--- src/rtl/life_ram.sv ---
// generic simple dual-port ram, one write port and one registered read port
// no dependencies
`default_nettype none

module life_ram #(
  parameter int WIDTH = 64,
  parameter int DEPTH = 64
) (
  input  wire logic                     clk,
  input  wire logic                     we,
  input  wire logic [$clog2(DEPTH)-1:0] waddr,
  input  wire logic [WIDTH-1:0]         wdata,
  input  wire logic [$clog2(DEPTH)-1:0] raddr,
  output logic      [WIDTH-1:0]         rdata
);

  logic [WIDTH-1:0] mem [DEPTH];

  always_ff @(posedge clk) begin
    if (we) begin
      mem[waddr] <= wdata;
    end
    rdata <= mem[raddr];
  end

endmodule

`default_nettype wire

--- config.mk ---
export PLATFORM = sky130hd
export DESIGN_NAME = life_ram
export DESIGN_NICKNAME = d
export VERILOG_FILES = /design/src/rtl/life_ram.sv
export SDC_FILE = /design/constraint.sdc
export NUM_CORES = 2
export LEC_CHECK = 0
export ABC_AREA = 0
export BUFFER_PORTS_ARGS = -buffer_cell sky130_fd_sc_hd__buf_2
export CORE_MARGIN = 10
export CORE_UTILIZATION = 40
export DETAILED_ROUTE_END_ITERATION = 8
export PLACE_DENSITY = 0.57
export SYNTH_ARGS = -nofsm -noshare
export SYNTH_HDL_FRONTEND = slang
export SYNTH_SLANG_ARGS = --single-unit
--- constraint.sdc ---
create_clock -name clk -period 19.5 [get_ports clk]
set_input_delay 2.925 -clock clk [delete_from_list [all_inputs] [get_ports clk]]
set_output_delay 2.925 -clock clk [all_outputs]
set_load 0.02 [all_outputs]
# Word level (Yosys, flattened, before mapping)
# Memories as Yosys holds them, arrays and structs flattened. A register that Yosys moved wholly into a read port is not among the register bits.
# Index checks and enable logic that the tools add are counted.
classes:
  mux: 2
op_table:
  columns: ["cell", "count"]
  rows:
  - ["$mux W1", 2]
totals:
  register_bits: 0
  ramBits: 4096
  inputBits: 78
  output_inout_bits: 64
  wordCells: 3
  n_memories: 1
memory_table:
  columns: ["name", "depth", "word_bits", "rd", "rd_ports_with_merged_regs", "wr", "line", "rtl"]
  rows:
  - ["mem", 64, 64, 1, 1, 1, "17", "logic [WIDTH-1:0] mem [DEPTH];"]

# Longest topological paths before layout
depth:
  ltp_word: 2
  ltp_mapped: 9
  mapped_depth_nobuf: 5

# Worst setup path after synthesis
# OpenSTA, ideal clock, no wires.
synth_timing:
  kind: "in2reg"
  start: "input waddr[3]"
  end: "memory mem[48][0] (enable)"
  t_arrival_ns: 7.797
  required_ns: 18.936
  path_slack_ns: 11.139
  stages: 4
  n_path_buf: 1
  cell_sequence: "clkbuf_1 > nor2b_1 > nand4b_1 > nor3_1"
synth_rtl:
  columns: ["item", "line", "rtl"]
  rows:
  - ["from (decl)", "11", "input wire logic [$clog2(DEPTH)-1:0] waddr,"]
  - ["to (decl)", "17", null]
# No word-level cell before the write port.

==> results.py <==
metrics = {
    "detailed_routing": {
        "wl_met2_um": 221000,
        "drc": 0,
        "finalWirelength_um": 460000,
        "wl_per_cell_um": 36.6,
        "wl_met3_um": 39200,
        "wl_met1_um": 185000,
        "highest_layer": "met5",
        "drt-pass1-iter-count": 6,
        "routed_via_density": 6.07,
        "vias": 76400,
        "ant_nets": 0,
        "drt_iter0_drc": 10200,
    },
    "cts": {
        "ctsHoldBuffers": 0,
        "cts_tree": "done",
        "clk_latency_ps": 970,
        "ctsResizeCount": 0,
        "cts-buffers-inserted": 424,
        "htree_levels": 5,
        "cts_root_buffer": "clkbuf_16",
        "clk_pin_slew_ps": 60,
        "clock_sinks": 4160,
        "clockBufferDepth": 4,
        "postCtsSetupBuffers": 0,
    },
    "grt": {
        "grt_max_degree": 108,
        "grt_pass1_wl_um": 636000,
        "grt_pass1_vias": 77100,
        "grt-ovfl-total": 0,
        "grt_use_total_pct": 21.7,
        "antenna_found_initial": 46,
    },
    "critical_path": {
        "worst_path_most_repeated_cell": "buf_4",
        "arrival_ps": 7900,
        "startpoint_type": "input port",
        "worstRegToRegCells": 5,
        "path_max_fanout": 56,
        "crit_slowest_cell": "buf_4",
        "rr_endpoint": "rdata[46]",
        "cp-end-kind": "flop",
        "worstSetupPathType": "input port to flop",
        "cp-startpoint": "raddr[0]",
        "r2r_start": "mem[12][46]",
        "max_stage_delay_ps": 670,
        "crit_chain": "buf_12 -> buf_4 -> buf_4 -> buf_4 -> buf_4 -> mux4_2 -> mux2i_1 -> o22ai_1 -> a41oi_1 -> a211oi_1 -> buf_4",
        "required_ps": 20370,
        "r2r_setup_slack_ps": 16980,
    },
    "cells_and_area": {
        "area_growth_pct": 14.1,
        "fin_nets": 7085,
        "design_area_um2": 178000,
        "stdcell_count": 12600,
        "post_route_cells_drive_above_1_share_pct": 28.6,
    },
    "synthesis": {
        "ys_warn_count": 0,
        "synth_top_family_by_area": "multiplexers",
        "ys_ff_latch": 4160,
        "synthFlopType": "edfxtp_1",
        "synthArstFlopShare_pct": 0,
        "synth_cell_types": 33,
        "syn_area_per_cell_um2": 23.7,
        "synthAdderAreaFrac_pct": 0,
        "synth_xor_area_share_pct": 0,
        "synthSimpleGateAreaFrac_pct": 1.24,
        "synth_compound_area_share_pct": 2.48,
        "yosysSeqAreaShare_pct": 79.5,
        "syn_inst": 6598,
        "synth_mux_area_share_pct": 15.6,
        "synth_nets": 6676,
        "synth_area_um2": 156000,
        "synth_edf_count": 4096,
    },
    "place": {
        "port_buffers": 141,
        "dp_hpwl_um": 238000,
        "routabilityCongestion": 0.756,
        "dpl_worst_slack_ps": 11370,
        "place_area_um2": 164000,
        "dpl.cell_count": 11800,
    },
    "sta": {
        "rsz0062_at_grt": "no",
        "period_needed_ps": 7030,
        "totalNegativeSetupSlack_ps": 0,
        "hold_viol": 0,
        "clock_skew_ps": 59.4,
        "worst_pin_slew_ps": 1290,
        "setup_viol": 0,
        "period_share_pct": 36.1,
        "slew_headroom_pct": 13.8,
        "fmax_mhz": 142,
        "fin_ws_ps": 12470,
        "hold_ws_ps": 844,
        "finalMaxSlewViolations": 0,
    },
    "power": {
        "pwr-share-seq_pct": 52.2,
        "p_comb_share_pct": 4.5,
        "p_per_area_nw_per_um2": 107,
        "power_leakage_nw": 55.2,
        "clkPwrFrac_pct": 43.3,
        "p_sw_share_pct": 21.3,
        "p_int_mw": 15.0,
        "peakVddDrop_mv": 0.0820,
        "p_sw_mw": 4.06,
    },
    "die": {
        "initial_core_util_pct": 40.2,
        "ios": 142,
        "num_rows": 229,
        "die_area_um2": 416000,
        "die_h_um": 645,
        "die_w_um": 645,
        "core_area_um2": 389000,
    },
    "hold_path": {
        "holdPathEnd": "rdata[2]",
        "hp-class": "flop to flop",
        "hold_depth": 4,
        "hp-start": "mem[44][2]",
    },
    "status": {
        "status": "complete, no violations",
    },
    "job": {
        "cap_violations": 0,
    },
}
## cell families (layout without fill, tap and decap cells)
group	count (synthesis)	in the layout
mux	1159	1159
buf+inv	389	1162
flops	4160	4160
simple gates	386	386
other cells	0	19
compound gates	504	504
## through the flow
stage,utilization [%],power [mW]
floorplan,-,10.6
global placement,42.2,11.0
detailed placement,42.2,11.0
CTS,45.8,19.2
global route,45.8,19.6
finish,45.8,19.1
## synthesized netlist by cell type (all sizes together), types with 3 or more instances
cell / instances / area, µm²
a211oi: 63 / 473
a2bb2oi: 19 / 166
nor2b: 28 / 175
a41oi: 26 / 228
and3: 64 / 400
or3: 29 / 181
buf: 230 / 1250
nor2: 112 / 420
a22oi: 168 / 1260
a31oi: 18 / 113
a22o: 88 / 771
mux2i: 135 / 1350
mux4: 1024 / 23100
or2: 28 / 175
dfxtp: 64 / 1280
nand2: 58 / 218
o221ai: 38 / 333
inv: 19 / 71.3
o22ai: 83 / 519
clkbuf: 140 / 526
edfxtp: 4096 / 123000
nand2b: 11 / 68.8
nand3: 45 / 225
and2: 3 / 18.8
## how the worst max path moves through the flow
stage	end	cells after the start
3_3_place_gp	rdata[52]	11
6_report	rdata[52]	11
3_5_place_dp	rdata[52]	11
2_1_floorplan	mem[48][0]	4
5_1_grt	rdata[52]	11
4_1_cts	rdata[52]	11
## sequential cells by signal (all words and copies together) (netlist names)
| signal | flops |
|---|---|
| rdata | 64 |
| mem | 4096 |
## worst max-delay path, delay by kind of cell
family | cells | cell delay, ps
multiplexers | 2 | 1090
AO/OA/AOI/OAI | 3 | 500
buffers and inverters | 6 | 3140
## area by class of cell
type	count	area, µm²
Clock inverter	264	2930
Clock buffer	526	11200
Multi-Input combinational cell	2049	30800
Fill cell	32200	211000
Inverter	19	71.3
Antenna cell	19	47.5
Sequential cell	4160	124000
Tap cell	5197	6500
Timing Repair Buffer	353	2470
## placed cells by master, fill, tap and decap left out, types with 61 or more instances in the layout
master        n
buf_4       201
mux2i_1     135
edfxtp_1   4096
mux4_2     1024
clkbuf_16   430
nor2_4       65
a22o_1       88
clkbuf_1     85
dfxtp_1      64
o22ai_1      83
buf_2       138
clkinv_1     82
a22oi_1     168
a211oi_1     61
and3_1       64
clkinv_2     86
## layer usage
| metal | up-vias | global-route usage (%) |
|---|---|---|
| li1 | 29400 | - |
| met2 | 3857 | 35.2 |
| met1 | 42400 | 30.6 |
| met3 | 726 | 3.66 |
| met4 | 16 | 5.96 |
| met5 | - | 0 |
## power groups by stage
| stage | Clock [mW] | Sequential (mW) | Combinational [mW] |
|---|---|---|---|
| after floorplan | 0 | 10.1 | 0.461 |
| after global placement | 0 | 10.1 | 0.853 |
| after global routing | 8.72 | 9.96 | 0.910 |
| after CTS | 8.35 | 9.96 | 0.869 |
| after detailed placement | 0 | 10.1 | 0.867 |
| final | 8.24 | 9.95 | 0.857 |
No activity file was read; power rests on OpenSTA's default activity.
