`config.mk`:
```
export PLATFORM = sky130hd
export DESIGN_NAME = life_row_unit
export DESIGN_NICKNAME = d
export VERILOG_FILES = /design/src/rtl/life_pkg.sv /design/src/rtl/life_row_unit.sv
export SDC_FILE = /design/constraint.sdc
export NUM_CORES = 1
export LEC_CHECK = 0
export ABC_AREA = 1
export BUFFER_PORTS_ARGS = -buffer_cell sky130_fd_sc_hd__buf_2
export CAP_MARGIN = 15
export CORE_MARGIN = 5
export CORE_UTILIZATION = 30
export DETAILED_ROUTE_END_ITERATION = 8
export PLACE_DENSITY_LB_ADDON = 0.05
export REMOVE_ABC_BUFFERS = 1
export SETUP_SLACK_MARGIN = 0.02
export SLEW_MARGIN = 40
export SYNTH_ARGS = -nofsm -noshare
export SYNTH_HDL_FRONTEND = slang
export SYNTH_SLANG_ARGS = --single-unit
```
`constraint.sdc`:
```
create_clock -name vclk -period 5.1
set_input_delay 0.51 -clock vclk [all_inputs]
set_output_delay 0.51 -clock vclk [all_outputs]
set_load 0.03 [all_outputs]
```
`src/rtl/life_pkg.sv`:
```
// shared types and constants for the game of life block
// no dependencies; used by life_row_unit and life_cellular_automaton_top
`default_nettype none

package life_pkg;

  // request kinds
  localparam logic [1:0] KIND_WRITE = 2'd0;
  localparam logic [1:0] KIND_READ  = 2'd1;
  localparam logic [1:0] KIND_STEP  = 2'd2;

  // configuration register indexes
  localparam logic [1:0] CFG_GRID_ROWS = 2'd0;
  localparam logic [1:0] CFG_GRID_COLS = 2'd1;

  localparam int          CFG_W          = 7;
  localparam logic [6:0]  CFG_RESET_DIM  = 7'd64;

  // b3/s23 rule counts
  localparam logic [3:0] BIRTH_COUNT   = 4'd3;
  localparam logic [3:0] SURVIVE_COUNT = 4'd2;

  typedef enum logic [2:0] {
    ST_CLEAR,
    ST_IDLE,
    ST_READ,
    ST_WRITE,
    ST_STEP
  } life_state_t;

endpackage

`default_nettype wire

```
`src/rtl/life_row_unit.sv`:
```
// next-generation unit for one grid row: per-column neighbor count and b3/s23 rule
// depends on life_pkg
`default_nettype none

module life_row_unit #(
  parameter int COLS = 64
) (
  input  wire logic [COLS-1:0] above,
  input  wire logic [COLS-1:0] mid,
  input  wire logic [COLS-1:0] below,
  output logic      [COLS-1:0] next_row
);

  logic [COLS+1:0] above_x;
  logic [COLS+1:0] mid_x;
  logic [COLS+1:0] below_x;

  // pad with a dead cell on each side so edges need no special case
  assign above_x = {1'b0, above, 1'b0};
  assign mid_x   = {1'b0, mid, 1'b0};
  assign below_x = {1'b0, below, 1'b0};

  always_comb begin
    logic [3:0] n;
    n = '0;
    for (int c = 0; c < COLS; c++) begin
      n = 4'(above_x[c]) + 4'(above_x[c+1]) + 4'(above_x[c+2]) +
          4'(mid_x[c])                      + 4'(mid_x[c+2])   +
          4'(below_x[c]) + 4'(below_x[c+1]) + 4'(below_x[c+2]);
      next_row[c] = (n == life_pkg::BIRTH_COUNT) ||
                    (mid[c] && (n == life_pkg::SURVIVE_COUNT));
    end
  end

endmodule

`default_nettype wire

```
# ---- Yosys cells after proc, flatten, opt, wreduce, memory -nomap -nowiden
# Index checks and enable logic that the tools add are counted.
dict set report totals {
  ff_bits 0
  in_bits 192
  out_inout_bits 64
  elab_cells 697
}
dict set report classes {
  n_addsub 441
  eq_ne 128
  n_reduce_logical 128
}
# operator count
set ops {}
lappend ops {{4-bit by 1-bit adder with 4-bit output} 252}
lappend ops {{4-bit by 2-bit equality test with 1-bit output (second input constant)} 128}
lappend ops {{3-bit by 1-bit adder with 4-bit output} 63}
lappend ops {{2-bit by 1-bit adder with 3-bit output} 63}
lappend ops {{1-bit by 1-bit adder with 2-bit output} 63}
lappend ops {{1-bit logical AND} 64}
lappend ops {{1-bit logical OR} 64}

# ---- Longest topological paths before layout
dict set report depth {
  word_depth 10
  ltp_mapped 11
  depth_no_buf 11
}

# ---- Worst setup path after synthesis
# Ideal clock, no wire load.
dict set report synth_path {
  path_kind {input port to output port}
  from {in above[16]}
  to {out next_row[17]}
  arrival_time_ps 3270
  required_time_ps 4590
  slack_ps 1320
  path_stages 9
  path_cell_list {inv_1 > fa_1 > fa_1 > fa_1 > inv_1 > ha_1 > fa_1 > nand3_1 > a21oi_1}
}
dict set report synth_via {
  elab_chain_len 10
  word_cells_on_any_way 11
}
# item line
set synth_rtl {}
lappend synth_rtl {{from (decl)} life_row_unit.sv:8} ;# input wire logic [COLS-1:0] above,
lappend synth_rtl {{1-bit by 1-bit adder with 2-bit output *} life_row_unit.sv:27} ;# n = 4'(above_x[c]) + 4'(above_x[c+1]) + 4'(above_x[c+2]) +
lappend synth_rtl {{2-bit by 1-bit adder with 3-bit output *} life_row_unit.sv:27}
lappend synth_rtl {{3-bit by 1-bit adder with 4-bit output *} life_row_unit.sv:27}
lappend synth_rtl {{4-bit by 1-bit adder with 4-bit output * (2 in series)} life_row_unit.sv:28} ;# 4'(mid_x[c]) + 4'(mid_x[c+2]) +
lappend synth_rtl {{4-bit by 1-bit adder with 4-bit output * (2 in series)} life_row_unit.sv:29} ;# 4'(below_x[c]) + 4'(below_x[c+1]) + 4'(below_x[c+2]);
lappend synth_rtl {{4-bit by 2-bit equality test with 1-bit output} life_row_unit.sv:31} ;# (mid[c] && (n == life_pkg::SURVIVE_COUNT));
lappend synth_rtl {{1-bit logical AND} life_row_unit.sv:31}
lappend synth_rtl {{1-bit logical OR *} life_row_unit.sv:30} ;# next_row[c] = (n == life_pkg::BIRTH_COUNT) ||
lappend synth_rtl {{to (decl)} life_row_unit.sv:11} ;# output logic [COLS-1:0] next_row
# Mark *: on every way between the ends. The rest lies on a longest branch, timed or not.

# ---- Worst setup path in the final report
dict set report layout_path {
  from {in above[28]}
  to {out next_row[29]}
}
# Same word-level chain as after synthesis.

==> metrics.md <==
| Metric | Value |
|---|---|
| Status | `completed` |
| Critical path type | `input port to primary output` |
| Postcts setup bufs | `0` |
| Die Span X | `205 µm` |
| Final core occ | `0.355` |
| Worst path required time | `about 4.6 ns` |
| Post-synth top area share | `0.443` |
| Internal | `0.00119 W` |
| Top cell type by total area after synthesis | `fa_1` |
| Hold Startpoint | `mid[0]` |
| Core Footprint | `37600 µm²` |
| Slowest stage delay, CP | `0.56 ns` |
| Metal3 WL | `between 1000 and 1500 µm` |
| Area contributors post-synth | `fa_1 (44%), ha_1 (21%), inv_1 (21%)` |
| Compound-Gate Fraction of Synth Area | `0.0283` |
| Rows | `71` |
| Critical path peak fanout | `2` |
| Post-route clock period utilization | `0.770` |
| Sequential Area | `0 µm²` |
| DRC viols | `0` |
| Vias in the first global route | `9429` |
| Dpl hpwl | `25500 µm` |
| WHS Path Cells | `4` |
| Power density over the cells | `~230 nW/µm²` |
| Vias | `8854` |
| Die area | `42000 µm²` |
| Fillers | `4157` |
| Arr. time, crit path | `3.42 ns` |
| Netlist cell types | `10` |
| Seq pwr share | `0` |
| Largest family of logic cells by synthesized area | `adder cells` |
| Yosys warns | `0` |
| Post-Route WL | `25800 µm` |
| Chip height | `about 200 µm` |
| Starting density of the core | `0.303` |
| Tot GR Track Use | `0.124` |
| Mapped Area | `11400 µm²` |
| Syn Area/Cell | `7.90 µm²` |
| Initial antenna violation count | `11` |
| Crit path top cell by count | `fa_1` |
| Net switching power | `0.00187 W` |
| Fin. max-slew vios | `0` |
| Worst slew pin tran | `0.240 ns` |
| Met2 WL | `12400 µm` |
| Post-synth top cells | `inv_1 (625), fa_1 (252), ha_1 (188)` |
| Gate Count Post-Synth | `1443` |
| Grt ovf | `0` |
| Share of cells above drive strength 1 | `0.151` |
| Clkbuf count | `0` |
| Nets | `approximately 2300` |
| Post-Synth Adder-Cell Area | `0.649` |
| Post-CTS Hold Fix Bufs | `0` |
| Sw Ratio | `0.613` |
| Worst VDD drop | `0.000135 V` |
| Area Overhead vs Synth | `16.9%` |
| First-pass GRT wire length | `44200 µm` |
| Simple-gate portion of the synthesized area | `0.117` |
| Synth Area in XOR/XNOR | `0` |
| WL per Instance | `11.7 µm` |
| Worst min path class | `input port to primary output` |
| Final setup violation count | `0` |
| Vias per cell | `4.00` |
| Tmin final | `3.93 ns` |
| Port buffer count | `256` |
| Max Cap Viol | `0` |
| Worst path slowest cell | `fa_1` |
| P_leak | `8.17 nW` |
| Num sequential | `0` |
| Routed met1 length | `roughly 12000 µm` |
| Cell with the most instances after synthesis | `inv_1` |
| Ports | `256` |
| Drt first pass iters | `4` |
| Largest net degree at the start of global routing | `4` |
| Unrepaired setup endpoints after global routing | `no` |
| Max Fclk | `255 MHz` |
| Critical-path cell list | `buf_2, inv_1, fa_1, fa_1, fa_1, inv_1, ha_1, fa_1, nand3_1, a21oi_1, buf_2` |
| Rel. slew slack | `0.840` |
| Crit start category | `input port` |
| Crit. End Element | `primary output` |
| Antenna Nets Post-Route | `0` |
| Multiplexer share of the synthesized area | `0` |
| Final hold violations | `0` |
| Combinational Power Share | `1.000` |
| WHS Endpoint | `next_row[0]` |
| GP Congestion | `about 0.79` |
| Clock power frac | `0` |
| Top layer in use | `met5` |
| Setup_tns | `0 ns` |
| Seq/Total Area, Yosys | `0` |
| Post-CTS sizing | `0` |
| Number of DRC markers in iteration 0 | `between 150 and 200` |
==> how the worst max path moves through the flow <==
stage                         start  slack, ns            to  depth (start not counted)
after floorplan           above[16]       1.32  next_row[17]                          9
after CTS                 above[49]       1.10  next_row[50]                         11
after detailed placement  above[49]       1.11  next_row[50]                         11
final                     above[28]       1.17  next_row[29]                         11
after global routing      above[50]       0.99  next_row[51]                         11
after global placement    above[49]       1.13  next_row[50]                         11
==> power by group through the flow <==
| stage | registers [W] | logic [W] | clock network, W |
|---|---|---|---|
| 5_1_grt | 0 | 0.00359 | 0 |
| 3_5_place_dp | 0 | 0.00313 | 0 |
| 3_3_place_gp | 0 | 0.00310 | 0 |
| 4_1_cts | 0 | 0.00315 | 0 |
| 6_report | 0 | 0.00306 | 0.0000000000262 |
| 2_1_floorplan | 0 | 0.00232 | 0 |
==> placed cells by master, fill, tap and decap left out, drive strengths merged <==
master | synthesis | final
inv | 625 | 625
nand3 | 122 | 122
buf | 0 | 256
or2 | 1 | 1
a21boi | 1 | 1
nor2 | 6 | 6
a21oi | 61 | 61
ha | 188 | 188
nand2 | 185 | 185
o21ai | 2 | 2
fa | 252 | 252
diode | 0 | 1
==> final cells by class <==
cell class	instances	area, µm²	area share
multi-input cells	818	9050	0.680
repair buffers	256	1280	0.0962
well taps	511	639	0.0480
inverters	625	2350	0.176
diodes	1	2.50	0.000188
==> cells by family after synthesis <==
group	after synthesis
AO/OA/AOI/OAI	64
buffers and inverters	625
adder cells (fa/ha/maj)	440
AND/OR/NAND/NOR	314
==> worst max-delay path: cells and delay by family <==
| kind | cells | cell delay, ns |
|---|---|---|
| AO/OA/AOI/OAI | 1 | 0.20 |
| buffers and inverters | 4 | 0.46 |
| adder cells (fa/ha/maj) | 5 | 2.17 |
| AND/OR/NAND/NOR | 1 | 0.08 |
==> layer usage <==
metal  vias up  GRT usage
met1      4087      0.167
met2       129      0.223
li1       4596          -
met4        20    0.00120
met5         -          0
met3        22     0.0234
==> through the flow <==
stage	setup WS (ns)	cell area [µm²]	power, W	hold WS (ns)	std cells
after floorplan	1.32	11400	0.00232	1.27	1443
after global placement	1.13	13300	0.00310	1.46	2210
after detailed placement	1.11	13300	0.00313	1.46	2210
after CTS	1.10	13300	0.00315	1.46	2210
after global routing	0.990	13300	0.00359	1.49	2210
final	1.17	13300	0.00306	1.46	2211
(Power assumes the default switching activity.)
